[src/rtl/assert_macros.svh]
// Assertion macros used by the RTL controller module.
`ifndef ASSERT_MACROS_SVH
`define ASSERT_MACROS_SVH

// Same-cycle implication.
`define ASSERT_NOW(lbl, clk, rst, pre, post, msg) \
  lbl: assert property (@(posedge clk) disable iff (rst) (pre) |-> (post)) \
    else $error(msg);

// Next-cycle implication.
`define ASSERT_NEXT(lbl, clk, rst, pre, post, msg) \
  lbl: assert property (@(posedge clk) disable iff (rst) (pre) |=> (post)) \
    else $error(msg);

`endif

[src/rtl/ems2cal_pkg.sv]
// Types, command codes and calendar constants for the epoch-to-calendar converter.
package ems2cal_pkg;

  localparam int LEN_W = 36;

  localparam logic [LEN_W-1:0] MS_PER_MIN  = LEN_W'(60000);
  localparam logic [LEN_W-1:0] MS_PER_HOUR = LEN_W'(3600000);
  localparam logic [LEN_W-1:0] MS_PER_DAY  = LEN_W'(1000 * 60 * 60 * 24);
  localparam logic [LEN_W-1:0] MS_PER_YEAR = LEN_W'(64'd86400000 * 64'd365);
  localparam logic [LEN_W-1:0] MS_PER_LEAP = LEN_W'(64'd86400000 * 64'd366);

  localparam logic [11:0] EPOCH_YEAR   = 12'd1970;
  localparam logic [6:0]  EPOCH_MOD100 = 7'd70;
  localparam logic [8:0]  EPOCH_MOD400 = 9'd370;

  localparam logic [2:0] OP_NONE  = 3'd0;
  localparam logic [2:0] OP_LOAD  = 3'd1;
  localparam logic [2:0] OP_YEAR  = 3'd2;
  localparam logic [2:0] OP_MONTH = 3'd3;
  localparam logic [2:0] OP_DAY   = 3'd4;
  localparam logic [2:0] OP_HOUR  = 3'd5;
  localparam logic [2:0] OP_MIN   = 3'd6;
  localparam logic [2:0] OP_STORE = 3'd7;

  typedef struct packed {
    logic [2:0] op;
    logic [2:0] bit_idx;
  } cmd_t;

  typedef struct packed {
    logic ge;
    logic month_end;
  } sts_t;

  function automatic logic [4:0] month_days(input logic [3:0] m, input logic leap);
    logic [4:0] d;
    case (m)
      4'd2: d = leap ? 5'd29 : 5'd28;
      4'd4, 4'd6, 4'd9, 4'd11: d = 5'd30;
      default: d = 5'd31;
    endcase
    return d;
  endfunction

endpackage

[src/rtl/ems2cal_dp.sv]
// Datapath: remainder, calendar counters, shared subtractor and result registers.
module ems2cal_dp #(
  parameter int STAMP_BITS = 42
) (
  input  logic                  clk,
  input  logic [STAMP_BITS-1:0] epoch_millis,
  input  ems2cal_pkg::cmd_t     cmd,
  output ems2cal_pkg::sts_t     sts,
  output logic [11:0]           cal_year,
  output logic [3:0]            cal_month,
  output logic [4:0]            cal_day,
  output logic [4:0]            hour_of_day,
  output logic [5:0]            minute_of_hour
);

  localparam int CW = ((STAMP_BITS > ems2cal_pkg::LEN_W) ? STAMP_BITS
                                                          : ems2cal_pkg::LEN_W) + 1;

  logic [STAMP_BITS-1:0]         rest;
  logic [11:0]                   year;
  logic [6:0]                    mod100;
  logic [8:0]                    mod400;
  logic [3:0]                    month;
  logic [4:0]                    day_q;
  logic [4:0]                    hour_q;
  logic [5:0]                    min_q;
  logic                          leap;
  logic [ems2cal_pkg::LEN_W-1:0] sub;
  logic [CW-1:0]                 diff;

  assign leap = (year[1:0] == 2'd0) && ((mod100 != 7'd0) || (mod400 == 9'd0));

  always_comb begin
    case (cmd.op)
      ems2cal_pkg::OP_YEAR:
        sub = leap ? ems2cal_pkg::MS_PER_LEAP : ems2cal_pkg::MS_PER_YEAR;
      ems2cal_pkg::OP_MONTH:
        sub = ems2cal_pkg::LEN_W'(ems2cal_pkg::month_days(month, leap)
              * ems2cal_pkg::MS_PER_DAY);
      ems2cal_pkg::OP_DAY:  sub = ems2cal_pkg::MS_PER_DAY << cmd.bit_idx;
      ems2cal_pkg::OP_HOUR: sub = ems2cal_pkg::MS_PER_HOUR << cmd.bit_idx;
      ems2cal_pkg::OP_MIN:  sub = ems2cal_pkg::MS_PER_MIN << cmd.bit_idx;
      default:              sub = '0;
    endcase
  end

  assign diff          = CW'(rest) - CW'(sub);
  assign sts.ge        = !diff[CW-1];
  assign sts.month_end = (month == 4'd12);

  always_ff @(posedge clk) begin
    case (cmd.op)
      ems2cal_pkg::OP_LOAD: begin
        rest   <= epoch_millis;
        year   <= ems2cal_pkg::EPOCH_YEAR;
        mod100 <= ems2cal_pkg::EPOCH_MOD100;
        mod400 <= ems2cal_pkg::EPOCH_MOD400;
        month  <= 4'd1;
        day_q  <= '0;
        hour_q <= '0;
        min_q  <= '0;
      end
      ems2cal_pkg::OP_YEAR: begin
        if (sts.ge) begin
          rest   <= diff[STAMP_BITS-1:0];
          year   <= year + 12'd1;
          mod100 <= (mod100 == 7'd99) ? 7'd0 : mod100 + 7'd1;
          mod400 <= (mod400 == 9'd399) ? 9'd0 : mod400 + 9'd1;
        end
      end
      ems2cal_pkg::OP_MONTH: begin
        if (sts.ge && !sts.month_end) begin
          rest  <= diff[STAMP_BITS-1:0];
          month <= month + 4'd1;
        end
      end
      ems2cal_pkg::OP_DAY: begin
        if (sts.ge) begin
          rest                 <= diff[STAMP_BITS-1:0];
          day_q[cmd.bit_idx]   <= 1'b1;
        end
      end
      ems2cal_pkg::OP_HOUR: begin
        if (sts.ge) begin
          rest                 <= diff[STAMP_BITS-1:0];
          hour_q[cmd.bit_idx]  <= 1'b1;
        end
      end
      ems2cal_pkg::OP_MIN: begin
        if (sts.ge) begin
          rest                 <= diff[STAMP_BITS-1:0];
          min_q[cmd.bit_idx]   <= 1'b1;
        end
      end
      ems2cal_pkg::OP_STORE: begin
        cal_year       <= year;
        cal_month      <= month;
        cal_day        <= day_q + 5'd1;
        hour_of_day    <= hour_q;
        minute_of_hour <= min_q;
      end
      default: begin
      end
    endcase
  end

endmodule

[src/rtl/ems2cal_ctrl.sv]
// Controller: sequences year, month and digit steps and owns both handshakes.
`include "assert_macros.svh"

module ems2cal_ctrl (
  input  logic              clk,
  input  logic              rst,
  input  logic              in_valid,
  output logic              in_stall,
  output logic              out_valid,
  input  logic              out_stall,
  input  ems2cal_pkg::sts_t sts,
  output ems2cal_pkg::cmd_t cmd
);

  localparam logic [2:0] S_IDLE  = 3'd0;
  localparam logic [2:0] S_YEAR  = 3'd1;
  localparam logic [2:0] S_MONTH = 3'd2;
  localparam logic [2:0] S_DAY   = 3'd3;
  localparam logic [2:0] S_HOUR  = 3'd4;
  localparam logic [2:0] S_MIN   = 3'd5;
  localparam logic [2:0] S_FIN   = 3'd6;

  logic [2:0] state;
  logic [2:0] state_next;
  logic [2:0] bit_idx;
  logic [2:0] bit_idx_next;
  logic       store;

  assign in_stall    = (state != S_IDLE);
  assign store       = (state == S_FIN) && (!out_valid || !out_stall);

  always_comb begin
    state_next   = state;
    bit_idx_next = bit_idx;
    cmd.op       = ems2cal_pkg::OP_NONE;
    cmd.bit_idx  = bit_idx;
    case (state)
      S_IDLE: begin
        if (in_valid) begin
          cmd.op     = ems2cal_pkg::OP_LOAD;
          state_next = S_YEAR;
        end
      end
      S_YEAR: begin
        cmd.op = ems2cal_pkg::OP_YEAR;
        if (!sts.ge) begin
          state_next = S_MONTH;
        end
      end
      S_MONTH: begin
        cmd.op = ems2cal_pkg::OP_MONTH;
        if (!sts.ge || sts.month_end) begin
          state_next   = S_DAY;
          bit_idx_next = 3'd4;
        end
      end
      S_DAY: begin
        cmd.op       = ems2cal_pkg::OP_DAY;
        bit_idx_next = bit_idx - 3'd1;
        if (bit_idx == 3'd0) begin
          state_next   = S_HOUR;
          bit_idx_next = 3'd4;
        end
      end
      S_HOUR: begin
        cmd.op       = ems2cal_pkg::OP_HOUR;
        bit_idx_next = bit_idx - 3'd1;
        if (bit_idx == 3'd0) begin
          state_next   = S_MIN;
          bit_idx_next = 3'd5;
        end
      end
      S_MIN: begin
        cmd.op       = ems2cal_pkg::OP_MIN;
        bit_idx_next = bit_idx - 3'd1;
        if (bit_idx == 3'd0) begin
          state_next = S_FIN;
        end
      end
      S_FIN: begin
        if (store) begin
          cmd.op     = ems2cal_pkg::OP_STORE;
          state_next = S_IDLE;
        end
      end
      default: begin
        state_next = S_IDLE;
      end
    endcase
  end

  always_ff @(posedge clk) begin
    if (rst) begin
      state     <= S_IDLE;
      bit_idx   <= '0;
      out_valid <= 1'b0;
    end else begin
      state   <= state_next;
      bit_idx <= bit_idx_next;
      if (store) begin
        out_valid <= 1'b1;
      end else if (!out_stall) begin
        out_valid <= 1'b0;
      end
    end
  end

  `ASSERT_NEXT(a_load_starts, clk, rst, in_valid && !in_stall, state == S_YEAR, "request not started")
  `ASSERT_NEXT(a_hold_pending, clk, rst, state == S_FIN && out_valid && out_stall, state == S_FIN && out_valid, "pending result overwritten")
  `ASSERT_NOW(a_digit_range, clk, rst, state == S_DAY || state == S_HOUR, bit_idx <= 3'd4, "digit index out of range")
  `ASSERT_NEXT(a_store_valid, clk, rst, store, out_valid && state == S_IDLE, "store did not raise valid")

endmodule

[src/rtl/epoch_ms_to_calendar.sv]
// Top level: millisecond epoch count to Gregorian year, month, day, hour, minute.
//
//  channel  signals                        direction
//  in       in_valid, in_stall, epoch_millis   request in
//  out      out_valid, out_stall, cal_*, hour_of_day, minute_of_hour   result out
//
// A request is worked off by the shared subtractor: one year or month per cycle,
// then one quotient bit per cycle for day, hour and minute.
// Reset clears the controller; the result registers are not reset.
// A new request is taken while a finished result waits; the next result
// waits in the last step until the output register is free.
module epoch_ms_to_calendar #(
  parameter int STAMP_BITS = 42
) (
  input  logic                  clk,
  input  logic                  rst,
  input  logic                  in_valid,
  output logic                  in_stall,
  input  logic [STAMP_BITS-1:0] epoch_millis,
  output logic                  out_valid,
  input  logic                  out_stall,
  output logic [11:0]           cal_year,
  output logic [3:0]            cal_month,
  output logic [4:0]            cal_day,
  output logic [4:0]            hour_of_day,
  output logic [5:0]            minute_of_hour
);

  ems2cal_pkg::cmd_t cmd;
  ems2cal_pkg::sts_t sts;

  ems2cal_ctrl u_ctrl (
    .clk       (clk),
    .rst       (rst),
    .in_valid  (in_valid),
    .in_stall  (in_stall),
    .out_valid (out_valid),
    .out_stall (out_stall),
    .sts       (sts),
    .cmd       (cmd)
  );

  ems2cal_dp #(
    .STAMP_BITS (STAMP_BITS)
  ) u_dp (
    .clk            (clk),
    .epoch_millis   (epoch_millis),
    .cmd            (cmd),
    .sts            (sts),
    .cal_year       (cal_year),
    .cal_month      (cal_month),
    .cal_day        (cal_day),
    .hour_of_day    (hour_of_day),
    .minute_of_hour (minute_of_hour)
  );

endmodule
[config.mk]
export PLATFORM = sky130hd
export DESIGN_NAME = epoch_ms_to_calendar
export DESIGN_NICKNAME = d
export VERILOG_FILES = /design/src/rtl/ems2cal_pkg.sv /design/src/rtl/ems2cal_dp.sv /design/src/rtl/ems2cal_ctrl.sv /design/src/rtl/epoch_ms_to_calendar.sv
export VERILOG_INCLUDE_DIRS = /design/src /design/src/rtl
export SDC_FILE = /design/constraint.sdc
export NUM_CORES = 1
export LEC_CHECK = 0
export ABC_AREA = 1
export BUFFER_PORTS_ARGS = -buffer_cell sky130_fd_sc_hd__buf_2
export CORE_MARGIN = 10
export CORE_UTILIZATION = 38
export CTS_BUF_LIST = sky130_fd_sc_hd__clkbuf_4 sky130_fd_sc_hd__clkbuf_8
export DETAILED_ROUTE_END_ITERATION = 8
export PLACE_DENSITY = 0.65
export SLEW_MARGIN = 10
export SYNTH_ARGS = -nofsm -noshare
export SYNTH_HDL_FRONTEND = slang
export SYNTH_SLANG_ARGS = --single-unit
[constraint.sdc]
create_clock -name clk -period 14 [get_ports clk]
set_input_delay 0.7 -clock clk [delete_from_list [all_inputs] [get_ports clk]]
set_output_delay 0.7 -clock clk [all_outputs]
set_load 0.02 [all_outputs]
==> impl_results.md <==
* Status: finished, final reports clean
* Most common cell in the netlist: nand2_1
* Die area at 0.0295 sq mm
* Routability cong. at 0.927
* Worst-margin pin slew at 0.812 ns
* Share of post-route cells with drive strength above 1 at 11.7%
* Final setup viols at 0
* LEAKAGE at 4.25 nW
* Mapped Cells at 1129
* Syn Std Cell Area at 0.00874 sq mm
* Vias in the first global route at 7480
* Port Buffers at 76
* Initial antenna violation count at 0
* # H-tree levels at 4
* Final critical-path required period at 5.19 ns
* Starting density of the core at 38.6%
* Dominant cells by area after synthesis: edfxtp_1, nand2_1, ha_1
* Vias at 7682
* # rows at 55
* Post-Synth XOR/XNOR Area at 2.80%
* Area share of and/or/nand/nor cells after synthesis at 26.1%
* Routed wire length at 23200 um
* Syn_area_per_cell at 7.74 sq um
* Achievable Freq at 193 MHz
* Mux cell area share after synthesis at 0%
* Sequential area share after synthesis at 42.5%
* Final Max Tran Viols at 0
* Switching power share of the total at 51.7%
* Crit end category: register
* Cell Pwr Density at 270 mW/mm^2
* Post-CTS setup buffer count at 0
* Placed Cells at 1471
* Combinational power share at 61.3%
* First-pass GRT wire length at 37000 um
* Vias/cell at 5.11
* Hold Crit Class: reg2reg
* Drt wl/cell at 15.5 um
* Share of the synthesized area in the top cell type at 40.9%
* Fin crit share at 37.1%
* Grt total ovfl at 0
* Clk buf depth at 2
* CP max FO at 39
* Nets at 1307
* Final TNS setup at 0 ns
* Worst-path clk slew at 0.09 ns
* Placeable Area at 0.0226 sq mm
* Synth area leader: edfxtp_1
* I/O pin cnt at 80
* Compound-gate portion of the synthesized area at 13.2%
* RSZ-0062 raised after global routing: false
* Final core utilization at 43.2%
* CTS tree: built
* Chip Width at 172 um
* Root Driver: clkbuf_8
* Post-synth EDFFs at 119
* Latest clock arrival within the worst-skew pair at 0.47 ns
* Sequential Power Share at 26.1%
* Cts repair resizes at 0
* Peak VDD IR at 0.196 mV
* Maxcap violations at 0
* Register bit total from synthesis at 126
* Clk pwr share at 12.6%
* Hold_buf cts at 0
* Finished Layout Cells at 1503
* Synth async-reset ratio at 0%
* Largest family of logic cells by synthesized area: simple AND/OR/NAND/NOR gates
* Worst EP arrival at 5.29 ns
* Syn. warnings at 0
* Drt initial violations at 518
* CP Cell Sequence: inv_1 > ha_1 > o21ai_0 > nand2_1 > o21ai_0 > a21boi_0 > ha_1 > nor2_1 > a2111oi_0 > ha_1 > nand2_1 > nor2_1 > nand2_1 > nor2_1 > nand2_1 > nand3_1 > nand2_1 > nand2_2 > o22ai_1 > nor2_4 > buf_4
* CTS buffer count at 17
* Slowest cell on the critical path: a21boi_0
* DP HPWL at 17500 um
* DRC viols at 0
* CP required at 14.09 ns
* CP Class: reg2reg
* Clock sinks at 126
* All-layer global routing usage at 15.8%
* Worst setup SP type: register
* Most used cell, CP: nand2_1
* Antenna diodes at 0
* Top cells by count, synth: nand2_1, nor2_1, inv_1, edfxtp_1, a21oi_1
* Slew margin rel. at 45.8%
* Largest net degree at the start of global routing at 51
* Area grow syn2layout at 12.0%
* Final Hold Fails at 0
* Final Skew at 0.0192 ns
* P_int at 1.28 mW
* Sw Pwr at 1.37 mW
* Die Y at 172 um
* Largest stage delay, worst path at 0.59 ns
* Main flop type after synthesis: edfxtp_1
* Adder-Cell Fraction of Synth Area at 8.01%
* Yosys cell types at 49
* Pre-antenna DRT Iters at 5
* Detail Route Antenna Nets at 0
* Syn_nets at 1231
-- cells by family (layout without fill, tap and decap cells) --
group                      after synthesis  in the layout
and+or+nand+nor                        548            548
DFF                                    126            126
adders and majority gates               56             56
buffers and inverters                  163            252
xor gates and xnor gates                28             28
AOI/OAI and AO/OA                      208            208
-- path summary, 6_finish.rpt --
kind | start | end | slack [ns] | depth (start not counted)
worst max-delay path | u_dp.month[0]$_SDFFCE_PN1P_ | u_dp.rest[14]$_DFFE_PP_ | 8.81 | 21
worst min-delay path | u_dp.hour_q[3]$_SDFFCE_PP0P_ | u_dp.hour_of_day[3]$_DFFE_PN_ | 0.45 | 0
worst max register to register | u_dp.month[0]$_SDFFCE_PN1P_ | u_dp.rest[14]$_DFFE_PP_ | 8.81 | 21
worst min register to register | u_dp.hour_q[3]$_SDFFCE_PP0P_ | u_dp.hour_of_day[3]$_DFFE_PN_ | 0.45 | 0
-- state kept, by name, indices dropped and copies added (netlist names), 4 cells and up --
name,count
u_dp.year,12
u_dp.minute_of_hour,6
u_dp.cal_year,12
u_dp.hour_q,5
u_dp.cal_day,5
u_dp.rest,39
u_dp.month,4
u_dp.day_q,5
u_dp.min_q,6
u_dp.cal_month,4
u_dp.mod100,7
u_dp.hour_of_day,5
u_dp.mod400,9
-- per-layer routing --
metal / GRT usage [%] / vias up / share of wire (%)
met5: 0 / - / 0
met4: 6.20 / 0 / 2.4
met3: 2.73 / 42 / 6.8
met2: 25.6 / 239 / 45
met1: 20.5 / 3481 / 46
li1: - / 3920 / -
-- layout make-up --
cell class,instances,area (sq um)
clock inverters,14,149
multi-input cells,840,4390
inverters,140,528
well taps,285,357
clock buffers,18,241
fillers,2281,12800
repair buffers,80,410
flip-flops and latches,126,3710
-- stage by stage --
step	total power, mW	cell area, sq um	hold WS (ns)	worst slack, ns
2_1_floorplan	1.89	8740	0.426	8.77
3_3_place_gp	2.28	9400	0.433	8.94
3_5_place_dp	2.30	9400	0.435	8.86
4_1_cts	2.64	9790	0.444	8.81
5_1_grt	2.90	9790	0.464	8.28
6_report	2.64	9790	0.446	8.81
-- placed cells by master (no fill, tap or decap), drive strengths merged, types with 4 or more instances in the layout --
cell type / count
o21ai: 80
o22ai: 4
a21o: 6
edfxtp: 119
nor2: 153
a31oi: 9
or2: 9
nand3: 60
nor3b: 5
xor2: 15
ha: 56
a21oi: 87
xnor2: 13
dfxtp: 7
inv: 148
nor4: 4
nor3: 17
nand4: 6
nand2: 291
buf: 80
o211ai: 4
clkbuf: 18
-- power by group through the flow --
| stage | clock network (mW) | logic [mW] | registers [mW] |
|---|---|---|---|
| finish | 0.332 | 1.62 | 0.691 |
| global route | 0.353 | 1.84 | 0.706 |
| CTS | 0.338 | 1.61 | 0.691 |
| detailed placement | 0 | 1.60 | 0.699 |
| global placement | 0 | 1.58 | 0.694 |
| floorplan | 0 | 1.22 | 0.676 |
-- worst max-delay path: cells and delay by family (launching register included) --
kind | cells | cell delay [ns]
AO/OA/AOI/OAI | 5 | 1.54
AND/OR/NAND/NOR | 11 | 1.40
buffers and inverters | 2 | 0.58
adder cells (fa/ha/maj) | 3 | 0.79
flip-flops | 1 | 0.49
Power figures use the tool's default switching activity.
